### config.mk
export PLATFORM = sky130hd
export DESIGN_NAME = pftc_parser
export DESIGN_NICKNAME = d
export VERILOG_FILES = /design/src/rtl/core/pftc_pkg.sv /design/src/rtl/core/pftc_parser.sv
export SDC_FILE = /design/constraint.sdc
export NUM_CORES = 1
export LEC_CHECK = 0
export BUFFER_PORTS_ARGS = -buffer_cell sky130_fd_sc_hd__buf_4
export CAP_MARGIN = 30
export CORE_ASPECT_RATIO = 1.1
export CORE_MARGIN = 2
export CORE_UTILIZATION = 40
export CTS_CLUSTER_DIAMETER = 80
export DETAILED_ROUTE_END_ITERATION = 6
export SLEW_MARGIN = 20
export SYNTH_ARGS = -nofsm -noshare
export SYNTH_HDL_FRONTEND = slang
export SYNTH_SLANG_ARGS = --single-unit
### constraint.sdc
create_clock -name aclk -period 8.2 [get_ports aclk]
set_input_delay 1.23 -clock aclk [delete_from_list [all_inputs] [get_ports aclk]]
set_output_delay 1.23 -clock aclk [all_outputs]
set_load 0.01 [all_outputs]
### src/rtl/core/pftc_pkg.sv
package pftc_pkg;

    localparam int FLOW_ENTRIES = 256;
    localparam int SLOT_BITS    = $clog2(FLOW_ENTRIES);
    localparam int USED_BITS    = SLOT_BITS + 1;
    localparam int COUNT_BITS   = 32;
    localparam int KEY_BITS     = 64 + 32 + 3;

    localparam logic [15:0] TPID_VLAN      = 16'h8100;
    localparam logic [7:0]  PROTO_NUM_UDP  = 8'd17;
    localparam logic [7:0]  PROTO_NUM_TCP  = 8'd6;
    localparam logic [7:0]  PROTO_NUM_ICMP = 8'd1;
    localparam logic [7:0]  PROTO_NUM_IGMP = 8'd2;
    localparam logic [6:0]  POS_MAX        = 7'd127;

    localparam logic [2:0] CLASS_OTHER = 3'd0;
    localparam logic [2:0] CLASS_UDP   = 3'd1;
    localparam logic [2:0] CLASS_TCP   = 3'd2;
    localparam logic [2:0] CLASS_ICMP  = 3'd3;
    localparam logic [2:0] CLASS_IGMP  = 3'd4;

    localparam logic [1:0] STATUS_COUNTED = 2'd0;
    localparam logic [1:0] STATUS_FULL    = 2'd1;
    localparam logic [1:0] STATUS_BAD     = 2'd2;

    typedef enum logic [2:0] {
        ST_PARSE,
        ST_READ,
        ST_CMP,
        ST_WRITE,
        ST_OUT
    } state_t;

    // Tuple captured from one packet, handed from parser to lookup.
    typedef struct packed {
        logic [31:0] src_ip;
        logic [31:0] dst_ip;
        logic [15:0] src_port;
        logic [15:0] dst_port;
        logic [2:0]  proto;
        logic        bad;
    } tuple_t;

    function automatic logic [2:0] class_of(input logic [7:0] p);
        logic [2:0] c;
        c = CLASS_OTHER;
        if (p == PROTO_NUM_UDP) c = CLASS_UDP;
        else if (p == PROTO_NUM_TCP) c = CLASS_TCP;
        else if (p == PROTO_NUM_ICMP) c = CLASS_ICMP;
        else if (p == PROTO_NUM_IGMP) c = CLASS_IGMP;
        return c;
    endfunction

endpackage

### src/rtl/core/pftc_parser.sv
module pftc_parser
    import pftc_pkg::*;
(
    input  logic         aclk,
    input  logic         aresetn,
    input  logic         beat_en,
    input  logic [7:0]   pkt_byte,
    input  logic         pkt_last,
    output tuple_t       tuple
);

    logic [6:0]  pos_reg;
    logic [7:0]  type_hi_reg;
    logic        vlan_reg;
    logic [3:0]  ihl_reg;
    logic [2:0]  proto_reg;
    logic [31:0] sip_reg, dip_reg;
    logic [15:0] sport_reg, dport_reg;

    logic [6:0]  base;
    logic        in_ip;
    logic [6:0]  off;
    logic [6:0]  port_at;
    logic        ihl_ok;
    logic [3:0]  ihl_n;
    logic [2:0]  proto_n;
    logic [31:0] sip_n, dip_n;
    logic [15:0] sport_n, dport_n;
    logic        has_ports;
    logic [7:0]  need;
    logic [7:0]  need_ports;

    always_comb begin
        base    = vlan_reg ? 7'd18 : 7'd14;
        in_ip   = (pos_reg >= 7'd14) && (pos_reg >= base);
        off     = pos_reg - base;
        port_at = {1'b0, ihl_reg, 2'b00};
        ihl_ok  = ihl_reg >= 4'd5;
        ihl_n   = ihl_reg;
        proto_n = proto_reg;
        sip_n   = sip_reg;
        dip_n   = dip_reg;
        sport_n = sport_reg;
        dport_n = dport_reg;
        if (in_ip) begin
            if (off == 7'd0) begin
                ihl_n = pkt_byte[3:0];
            end else if (off == 7'd9) begin
                proto_n = class_of(pkt_byte);
            end else if (off >= 7'd12 && off <= 7'd15) begin
                sip_n = {sip_reg[23:0], pkt_byte};
            end else if (off >= 7'd16 && off <= 7'd19) begin
                dip_n = {dip_reg[23:0], pkt_byte};
            end
            // port window uses the header length held before this beat
            if (ihl_ok && off >= port_at && off < port_at + 7'd2) begin
                sport_n = {sport_reg[7:0], pkt_byte};
            end else if (ihl_ok && off >= port_at + 7'd2 && off < port_at + 7'd4) begin
                dport_n = {dport_reg[7:0], pkt_byte};
            end
        end
        has_ports  = (proto_n == CLASS_UDP) || (proto_n == CLASS_TCP);
        need       = {1'b0, base} + 8'd20;
        need_ports = {1'b0, base} + {2'b00, ihl_n, 2'b00} + 8'd4;
        if (has_ports && need_ports > need) need = need_ports;
        tuple.src_ip   = sip_n;
        tuple.dst_ip   = dip_n;
        tuple.src_port = has_ports ? sport_n : 16'd0;
        tuple.dst_port = has_ports ? dport_n : 16'd0;
        tuple.proto    = proto_n;
        tuple.bad      = (ihl_n < 4'd5) || ({1'b0, pos_reg} + 8'd1 < need);
    end

    always_ff @(posedge aclk) begin
        if (!aresetn) begin
            pos_reg <= '0; type_hi_reg <= '0; vlan_reg <= 1'b0; ihl_reg <= '0;
            proto_reg <= '0; sip_reg <= '0; dip_reg <= '0;
            sport_reg <= '0; dport_reg <= '0;
        end else if (beat_en) begin
            if (pkt_last) begin
                pos_reg <= '0; type_hi_reg <= '0; vlan_reg <= 1'b0; ihl_reg <= '0;
                proto_reg <= '0; sip_reg <= '0; dip_reg <= '0;
                sport_reg <= '0; dport_reg <= '0;
            end else begin
                pos_reg <= (pos_reg < POS_MAX) ? pos_reg + 7'd1 : POS_MAX;
                if (pos_reg == 7'd12) type_hi_reg <= pkt_byte;
                if (pos_reg == 7'd13) vlan_reg <= ({type_hi_reg, pkt_byte} == TPID_VLAN);
                ihl_reg   <= ihl_n;
                proto_reg <= proto_n;
                sip_reg   <= sip_n;
                dip_reg   <= dip_n;
                sport_reg <= sport_n;
                dport_reg <= dport_n;
            end
        end
    end

endmodule

==> summary.md, run 1 <==
The flow ran to the end, and the final reports show no timing, DRC or antenna violations. Using the TritonRoute via totals, the vias-per-cell ratio works out to 5.586. The synthesized area per cell is 9.260 µm². The run gives 0 as the number of nets with antenna violations after detailed routing. The run gives 0.4231 as the relative slew slack.

The tools report the summed instance area of the synthesized netlist as 6935 µm². In the synthesized netlist, the number of instances is 749. The number of sinks on the clock net is 119, and the flip-flop and latch count after synthesis is 119. After clock tree synthesis, the clock-pin slew on the worst setup and hold paths is 60 ps. The run gives 881 as the net total in the final layout. The level count of the clock H-tree was 4; the net switching power was 0.3214 mW. The number of antenna diodes in the final layout is 0. The internal power of the cells totals 1.120 mW.

The largest net degree at the start of global routing is 54. VDD sags by at most 0.1429 mV. The critical path in this run is classified as register to output port. Summing internal, switching and leakage power gives 1.441 mW. For the power share of the combinational group, the log shows 0.037. The worst setup path is launched from a register. The total core area was 17020 µm². The number of global-route vias before repair is 5743. At the end of routability-driven placement, the weighted congestion stood at 0.8788. For the data required time of the critical path, the log shows 6970 ps. The share of flip-flops with an asynchronous set or reset came out at 0.

Overall fraction of global-route tracks in use: 0.2093. Top flip-flop cell by instance count after synthesis: sky130_fd_sc_hd__dfxtp_1. The mean routed wirelength per cell was 17.83 µm. The worst setup path is captured at an output port. Slew of the pin with the lowest slew margin: 857.4 ps.

The run gives 365.5 ps as the final critical-path setup slack. The worst min-delay path class is register to register. The share of cells above drive strength 1 is 0.2994, and the effective utilization at floorplan is 0.4076. The signal arrival time at the worst endpoint is 6600 ps, and the area of the die is 18410 µm².

The detailed-route DRC error count was 0. Setup repair after global routing left no endpoint under its margin. For this block, the routed nets add up to 19240 µm of wire. The routed layout has 6027 vias. The tools report the share of the core filled with cells as 0.4996.

In this run, synthesis inferred 0 flip-flops with an integrated enable. The first detailed-routing pass ran for 5 iterations. The number of hold-slack violations in the final timing report came out at 0. The critical path's slowest cell was sky130_fd_sc_hd__fa_1. The final-report setup violation count came out at 0. Global routing finished with a remaining overflow of 0. Initial antenna violation count: 0. The chip height was 142.1 µm; the number of design-rule violations left by the first detailed-router iteration was 467. During placement, the flow inserted port buffers numbering 111. Sequential share of the synthesized area: 0.3435. Counting I/O delays and the setup requirement, the final critical path takes 7835 ps.

The library cells used most frequently in the layout, excluding fill and tap cells, are sky130_fd_sc_hd__buf_4, sky130_fd_sc_hd__dfxtp_1, sky130_fd_sc_hd__nor2_1. Leaving out fill and tap cells, the most frequent cell in the layout is sky130_fd_sc_hd__buf_4. The aggregate negative setup slack was 0 ps. The first global-routing pass estimated 30500 µm of wire. In this run the worst path has a maximum fanout of 14.

The max capacitance violation total was 0. The TritonCTS buffer count was 17; the x dimension of the die was 129.5 µm. Across the routed clock network, the largest skew measured is 9.134 ps.

The fmax was 127.6 MHz; the clock latency of the later-clocked register in the worst-skew pair was 410 ps. The run gives 0 as the number of pins with negative max-slew slack in the final report. During synthesis, Yosys emitted a total of 0 warnings. At the placement stage, the worst setup path has a slack of 537.6 ps. The logs give 67 for the count of unique library cells instantiated by Yosys and 3.549 nW for the leakage component of the power. 112 I/O pins were placed.

The post-synthesis net count is 798, and the maximum count of clock buffers along a single path is 2. In this run the power density over the cells is 169.5 nW/µm². The switching share of total power is 0.2230. The area growth from synthesis to layout came out at 22.57%. For the share of total power in sequential cells, the log shows 0.403. The final clock period utilization by the worst path came out at 0.9554. The run gives 0.560 as the clock network power share. After legalization and detailed placement, the total HPWL measured 13170 µm.

The peak per-stage delay on the critical path works out to 470 ps. In this run the core area contains 50 standard-cell rows. Clock tree root buffer cell: sky130_fd_sc_hd__clkbuf_16.

TritonCTS built the clock tree.
-- cells by family after synthesis --
family | after synthesis | synth area share
XOR/XNOR | 11 | 0.01389
AO/OA/AOI/OAI | 181 | 0.1934
adder cells (fa/ha/maj) | 37 | 0.06892
AND/OR/NAND/NOR | 215 | 0.1568
flip-flops | 119 | 0.3435
multiplexers | 104 | 0.1627
buffers and inverters | 82 | 0.06080
-- stage by stage --
| stage | area (µm²) | hold slack, ps | cells |
|---|---|---|---|
| 2_1_floorplan | 6935 | 436.7 | 749 |
| 3_3_place_gp | 7816 | 451.1 | 1044 |
| 3_5_place_dp | 7831 | 458.7 | 1045 |
| 4_1_cts | 8477 | 469.0 | 1077 |
| 5_1_grt | 8501 | 480.3 | 1079 |
| 6_report | 8501 | 469.8 | 1079 |
-- worst max-delay path, delay by kind of cell, from the launching register on --
kind,cells,cell delay (ps)
DFF,1,430
and+or+nand+nor,2,410
muxes,1,280
buffers and inverters,4,650
AOI/OAI and AO/OA,13,2750
adders and majority gates,5,1630
-- worst paths after layout --
path         cells after the start       endpoint  slack (ps)          start
min                              2  sport_reg[13]         470  sport_reg[13]
max reg2reg                     12   dport_reg[3]        3900       vlan_reg
max                             25       tuple[0]         370       vlan_reg
min reg2reg                      2  sport_reg[13]         470  sport_reg[13]
-- layer usage --
metal,share of wire,track usage,vias up
met5,0,0,-
met4,0.016,0.06395,0
met3,0.042,0.03571,24
met2,0.48,0.3396,159
met1,0.46,0.2842,2936
li1,-,-,2908
-- cell usage after synthesis (all sizes together), types with 2 or more instances --
master / n / area [µm²]
a21boi: 2 / 18.77
nor3b: 2 / 15.01
nand3b: 2 / 15.01
a21o: 10 / 75.07
a22o: 32 / 280.3
o31ai: 2 / 15.01
xor2: 3 / 26.28
or2: 2 / 12.52
nor4: 4 / 25.02
o311ai: 4 / 35.03
ha: 35 / 437.9
clkinv: 2 / 7.510
mux2: 67 / 754.5
nor4b: 3 / 26.28
nand2: 56 / 210.2
nand3: 13 / 65.06
nand2b: 8 / 57.55
or3: 6 / 42.54
a211oi: 2 / 15.01
inv: 21 / 78.83
o21ai: 16 / 80.08
a22oi: 41 / 307.8
a31oi: 2 / 12.51
mux2i: 37 / 374.1
a21oi: 14 / 70.07
buf: 34 / 241.5
a311o: 2 / 20.02
nor2b: 6 / 37.54
o211ai: 6 / 45.04
and3: 7 / 43.79
nor3: 6 / 41.29
o22ai: 32 / 200.2
a221oi: 2 / 17.52
dfxtp: 119 / 2382
clkbuf: 25 / 93.84
o21a: 3 / 22.52
xnor2: 8 / 70.07
nand4: 8 / 65.06
nor2: 89 / 405.4
fa: 2 / 40.04
-- timing repair --
action | 4_1_cts | 5_1_grt
hold buffers | 0 | 0
endpoints found under the setup margin | 0 | 1
gates resized for setup | 0 | 2
buffers inserted | 0 | 1
-- power groups by stage --
| stage | clock [mW] | combinational (mW) | sequential, mW |
|---|---|---|---|
| 2_1_floorplan | 0 | 0.0356 | 0.592 |
| 6_report | 0.807 | 0.0535 | 0.580 |
| 3_5_place_dp | 0 | 0.0532 | 0.593 |
| 5_1_grt | 0.851 | 0.0579 | 0.580 |
| 4_1_cts | 0.825 | 0.0534 | 0.580 |
| 3_3_place_gp | 0 | 0.0533 | 0.593 |
-- layout make-up --
type	count	area [µm²]
Fill cell	1618	8516
Multi-Input combinational cell	548	4154
Sequential cell	119	2384
Timing Repair Buffer	123	938.4
Clock buffer	19	452.9
Tap cell	234	292.8
Clock inverter	13	192.7
Inverter	23	86.33
Note: power is estimated with default switching activity, not from simulation.
==> run 2, diff against run 1 <==
--- a/config.mk
+++ b/config.mk
@@ -5,6 +5,7 @@
 export SDC_FILE = /design/constraint.sdc
 export NUM_CORES = 1
 export LEC_CHECK = 0
+export ABC_AREA = 1
 export BUFFER_PORTS_ARGS = -buffer_cell sky130_fd_sc_hd__buf_4
 export CAP_MARGIN = 30
 export CORE_ASPECT_RATIO = 1.1
@@ -12,6 +13,7 @@
 export CORE_UTILIZATION = 40
 export CTS_CLUSTER_DIAMETER = 80
 export DETAILED_ROUTE_END_ITERATION = 6
+export SKIP_CTS_REPAIR_TIMING = 1
 export SLEW_MARGIN = 20
 export SYNTH_ARGS = -nofsm -noshare
 export SYNTH_HDL_FRONTEND = slang
==> summary.md, run 2 <==
The run finished with clean final reports. The total core area was 19730 µm² (+16%); the number of design-rule violations left by the first detailed-router iteration was 551 (+18%). The most common cell in the synthesized netlist is sky130_fd_sc_hd__nand2_1.

The xor/xnor cell area share of the yosys netlist was 0.006575 (-0.007317); the clock latency of the later-clocked register in the worst-skew pair was 430 ps (+20 ps). Net total in the final layout: 1395 (+58%). The cell area after layout is 9558 µm² (+12%), and the area of the die is 21130 µm² (+15%). Placed cell count: 1578 (+51%).

The switching share of total power is 0.2544 (+0.03144), and the number of nets with antenna violations after detailed routing is 0 (unchanged). CTS placed an instance of sky130_fd_sc_hd__clkbuf_16 at the clock tree root. The mean routed wirelength per cell was 14.38 µm (-19%); the max capacitance violation total was 0 (unchanged). The share of synthesized cell area in and, or, nand and nor gates is 0.3696 (+0.2128), and the signal arrival time at the worst endpoint is 5320 ps (-1280 ps).

In this run the worst hold path is classified as register to register. By instance count, the cell type seen most on the critical path is sky130_fd_sc_hd__nand2_1. The slew of the pin with the lowest slew margin is 889.4 ps (+31.98 ps), and the number of global-route vias before repair is 7463 (+30%). The number of diodes came out at 0 (unchanged). The area growth from synthesis to layout is 19.58%, and the flip-flop and latch count after synthesis is 119 (unchanged). The share of the core filled with cells is 0.4845 (-0.01510). The run gives 0.048 (+0.011) as the power share of the combinational group. The run gives 7993 µm² (+15%) as the summed instance area of the synthesized netlist. By area the synthesized netlist is led by sky130_fd_sc_hd__dfxtp_1, sky130_fd_sc_hd__nand2_1, sky130_fd_sc_hd__nand3_1. The overall fraction of global-route tracks in use was 0.2177 (+0.008478). The final clock period utilization by the worst path was 0.7990 (-0.1564). The HPWL reported at the end of detailed placement came out at 15410 µm (+17%). The top flip-flop cell by instance count after synthesis is sky130_fd_sc_hd__dfxtp_1.

Post-layout instance count excluding filler cells: 1611 (+49%). For the number of hold-slack violations in the final timing report, the log shows 0 (unchanged). TritonCTS built the clock tree. The relative slew slack was 0.4071 (-0.01605); the number of fillers in the final layout was 2098 (+30%). The data required time of the critical path came out at 6970 ps (about the same). The level count of the clock H-tree was 4 (unchanged). The synthesized design spends more area on one cell type than any other, namely sky130_fd_sc_hd__dfxtp_1. Area share of the largest cell type after synthesis: 0.2981 (-0.04544). The pre-CTS setup slack is 2071 ps (+1533 ps). The capturing element type of the critical path was an output port. The worst-case vdd ir drop came out at 0.1542 mV (+7.9%). The detailed-route vias per instance works out to 5.165 (-7.5%). For the final weighted congestion in routability-driven placement, the log shows 0.8733 (-0.63%). The peak per-stage delay on the critical path was 480 ps (about the same); the final-report setup violation count was 0 (unchanged). The largest net degree at the start of global routing was 90 (+67%).

The run gives 119 (unchanged) as the number of sinks on the clock net. The share of total power in sequential cells came out at 0.400 (-0.003). The share of cells above drive strength 1 works out to 0.1288 (-0.1706).

The run gives 23170 µm (+20%) as the wire length reported by the detailed router. The remaining global-route overflow was 0 (unchanged). Clock-pin slew reported for the worst setup and hold paths after clock tree synthesis: 60 ps (about the same). Counting instances in the post-synthesis netlist gives the leading cell types as sky130_fd_sc_hd__nand2_1, sky130_fd_sc_hd__nand3_1, sky130_fd_sc_hd__a21oi_1. The worst setup path is launched from a register. The critical-path maximum fanout works out to 8 (-6).

Critical path class: register to output port. For the leakage component of the power, the log shows 4.282 nW (+21%). Setup repair after global routing left no endpoint under its margin.

The clock network power share is 0.552 (-0.008), and the synthesized area per cell is 6.239 µm² (-33%). After synthesis, the largest family of logic cells by area is simple AND/OR/NAND/NOR gates. For the TritonCTS buffer count, the log shows 17 (unchanged). The worst hold margin was 462.6 ps (-7.142 ps). The tools report the total chip power as 1.449 mW (+0.56%).

The critical path's slowest cell is sky130_fd_sc_hd__dfxtp_1. Internal power: 1.080 mW (-3.5%). The run gives 8911 µm² (+14%) as the post-placement cell area.

The number of enable-type register cells in the synthesized netlist was 0 (unchanged); the count of buffers from port buffering was 111 (unchanged). The adder-cell share of the synthesized area was 0.05980 (-0.009116); the number of pins with negative max-slew slack in the final report was 0 (unchanged). The count of unique library cells instantiated by Yosys was 41 (-39%). The run gives 5 (unchanged) as the number of detailed-routing iterations run before antenna repair. The complex-gate fraction of the synthesized area came out at 0.1612 (-0.03216).

Post-synthesis net count: 1330 (+67%). The net switching power was 0.3687 mW (+15%). The chip height is 152.3 µm (+7.1%), and the number of core rows is 54 (+8.0%). The x dimension of the die was 138.8 µm (+7.1%); the final critical-path setup slack was 1648 ps (+1283 ps). The fmax was 152.6 MHz (+20%).

Via total after detailed routing: 8321 (+38%). The run gives 1281 (+71%) as the post-synthesis instance total. The post-layout minimum cycle time was 6552 ps (-1283 ps); the multiplexer share of the synthesized area was 0 (-0.1627).

The tools report the maximum clock skew at final layout as 10.37 ps (+1.238 ps). The number of warnings printed during yosys synthesis was 0 (unchanged). The aggregate negative setup slack is 0 ps (unchanged), and the initial antenna violation count is 0 (unchanged). The cell area power density came out at 151.6 nW/µm² (-11%).

In the layout the commonest cells are sky130_fd_sc_hd__nand2_1, sky130_fd_sc_hd__nand3_1, sky130_fd_sc_hd__a21oi_1. The global-route wire length before repair is 37990 µm (+25%), and the detailed-route DRC error count is 0 (unchanged). The share of flip-flops with an asynchronous set or reset was 0 (unchanged); the effective utilization at floorplan was 0.4051 (-0.002449). The commonest non-fill, non-tap cell in the layout was sky130_fd_sc_hd__nand2_1.

The maximum count of clock buffers along a single path is 2 (unchanged). The logs give 112 (unchanged) for the count of pins on the block boundary and 0.2981 (-0.04544) for the sequential share of the synthesized area.
## run 2: cells by family (layout without fill, tap and decap cells)
| kind of cell | Yosys count | count (layout) |
|---|---|---|
| and+or+nand+nor | 671 | 671 |
| buffers and inverters | 212 | 290 |
| adders and majority gates | 37 | 37 |
| DFF | 119 | 119 |
| xor gates and xnor gates | 6 | 6 |
| AOI/OAI and AO/OA | 236 | 236 |
## run 2: power groups by stage
stage | clock [mW] | combinational, mW | sequential, mW
2_1_floorplan | 0 | 0.0425 | 0.593
3_3_place_gp | 0 | 0.0673 | 0.593
3_5_place_dp | 0 | 0.0674 | 0.593
4_1_cts | 0.809 | 0.0677 | 0.580
5_1_grt | 0.839 | 0.0757 | 0.580
6_report | 0.800 | 0.0690 | 0.580
## run 2: final cells by class
cell class / instances / area (µm²) / share of cell area
tap: 252 / 315.3 / 0.03299
clock buffer: 17 / 425.4 / 0.04451
multi-input combinational: 950 / 4781 / 0.5002
sequential: 119 / 2382 / 0.2492
timing repair buffer: 119 / 933.4 / 0.09766
inverter: 139 / 526.8 / 0.05511
clock inverter: 15 / 193.9 / 0.02029
## run 2: worst max-delay path, delay by kind of cell, from the launching register on
kind	cells	cell delay (ps)
AO/OA/AOI/OAI	6	940
adder cells (fa/ha/maj)	5	1600
buffers and inverters	5	540
flip-flops	1	480
AND/OR/NAND/NOR	13	1320
## run 2: layer usage
metal / share of wire / global-route usage / up-vias
li1: - / - / 4271
met1: 0.48 / 0.3038 / 3819
met2: 0.46 / 0.3413 / 200
met3: 0.052 / 0.03960 / 31
met4: 0.018 / 0.07023 / 0
met5: 0 / 0 / -
## run 2: worst paths after layout
kind         slack (ps)          end  cells after the start        from
max                1650     tuple[0]                     29    vlan_reg
min                 460   sip_reg[4]                      2  sip_reg[4]
max reg2reg        4020  sip_reg[19]                     13    vlan_reg
min reg2reg         460   sip_reg[4]                      2  sip_reg[4]
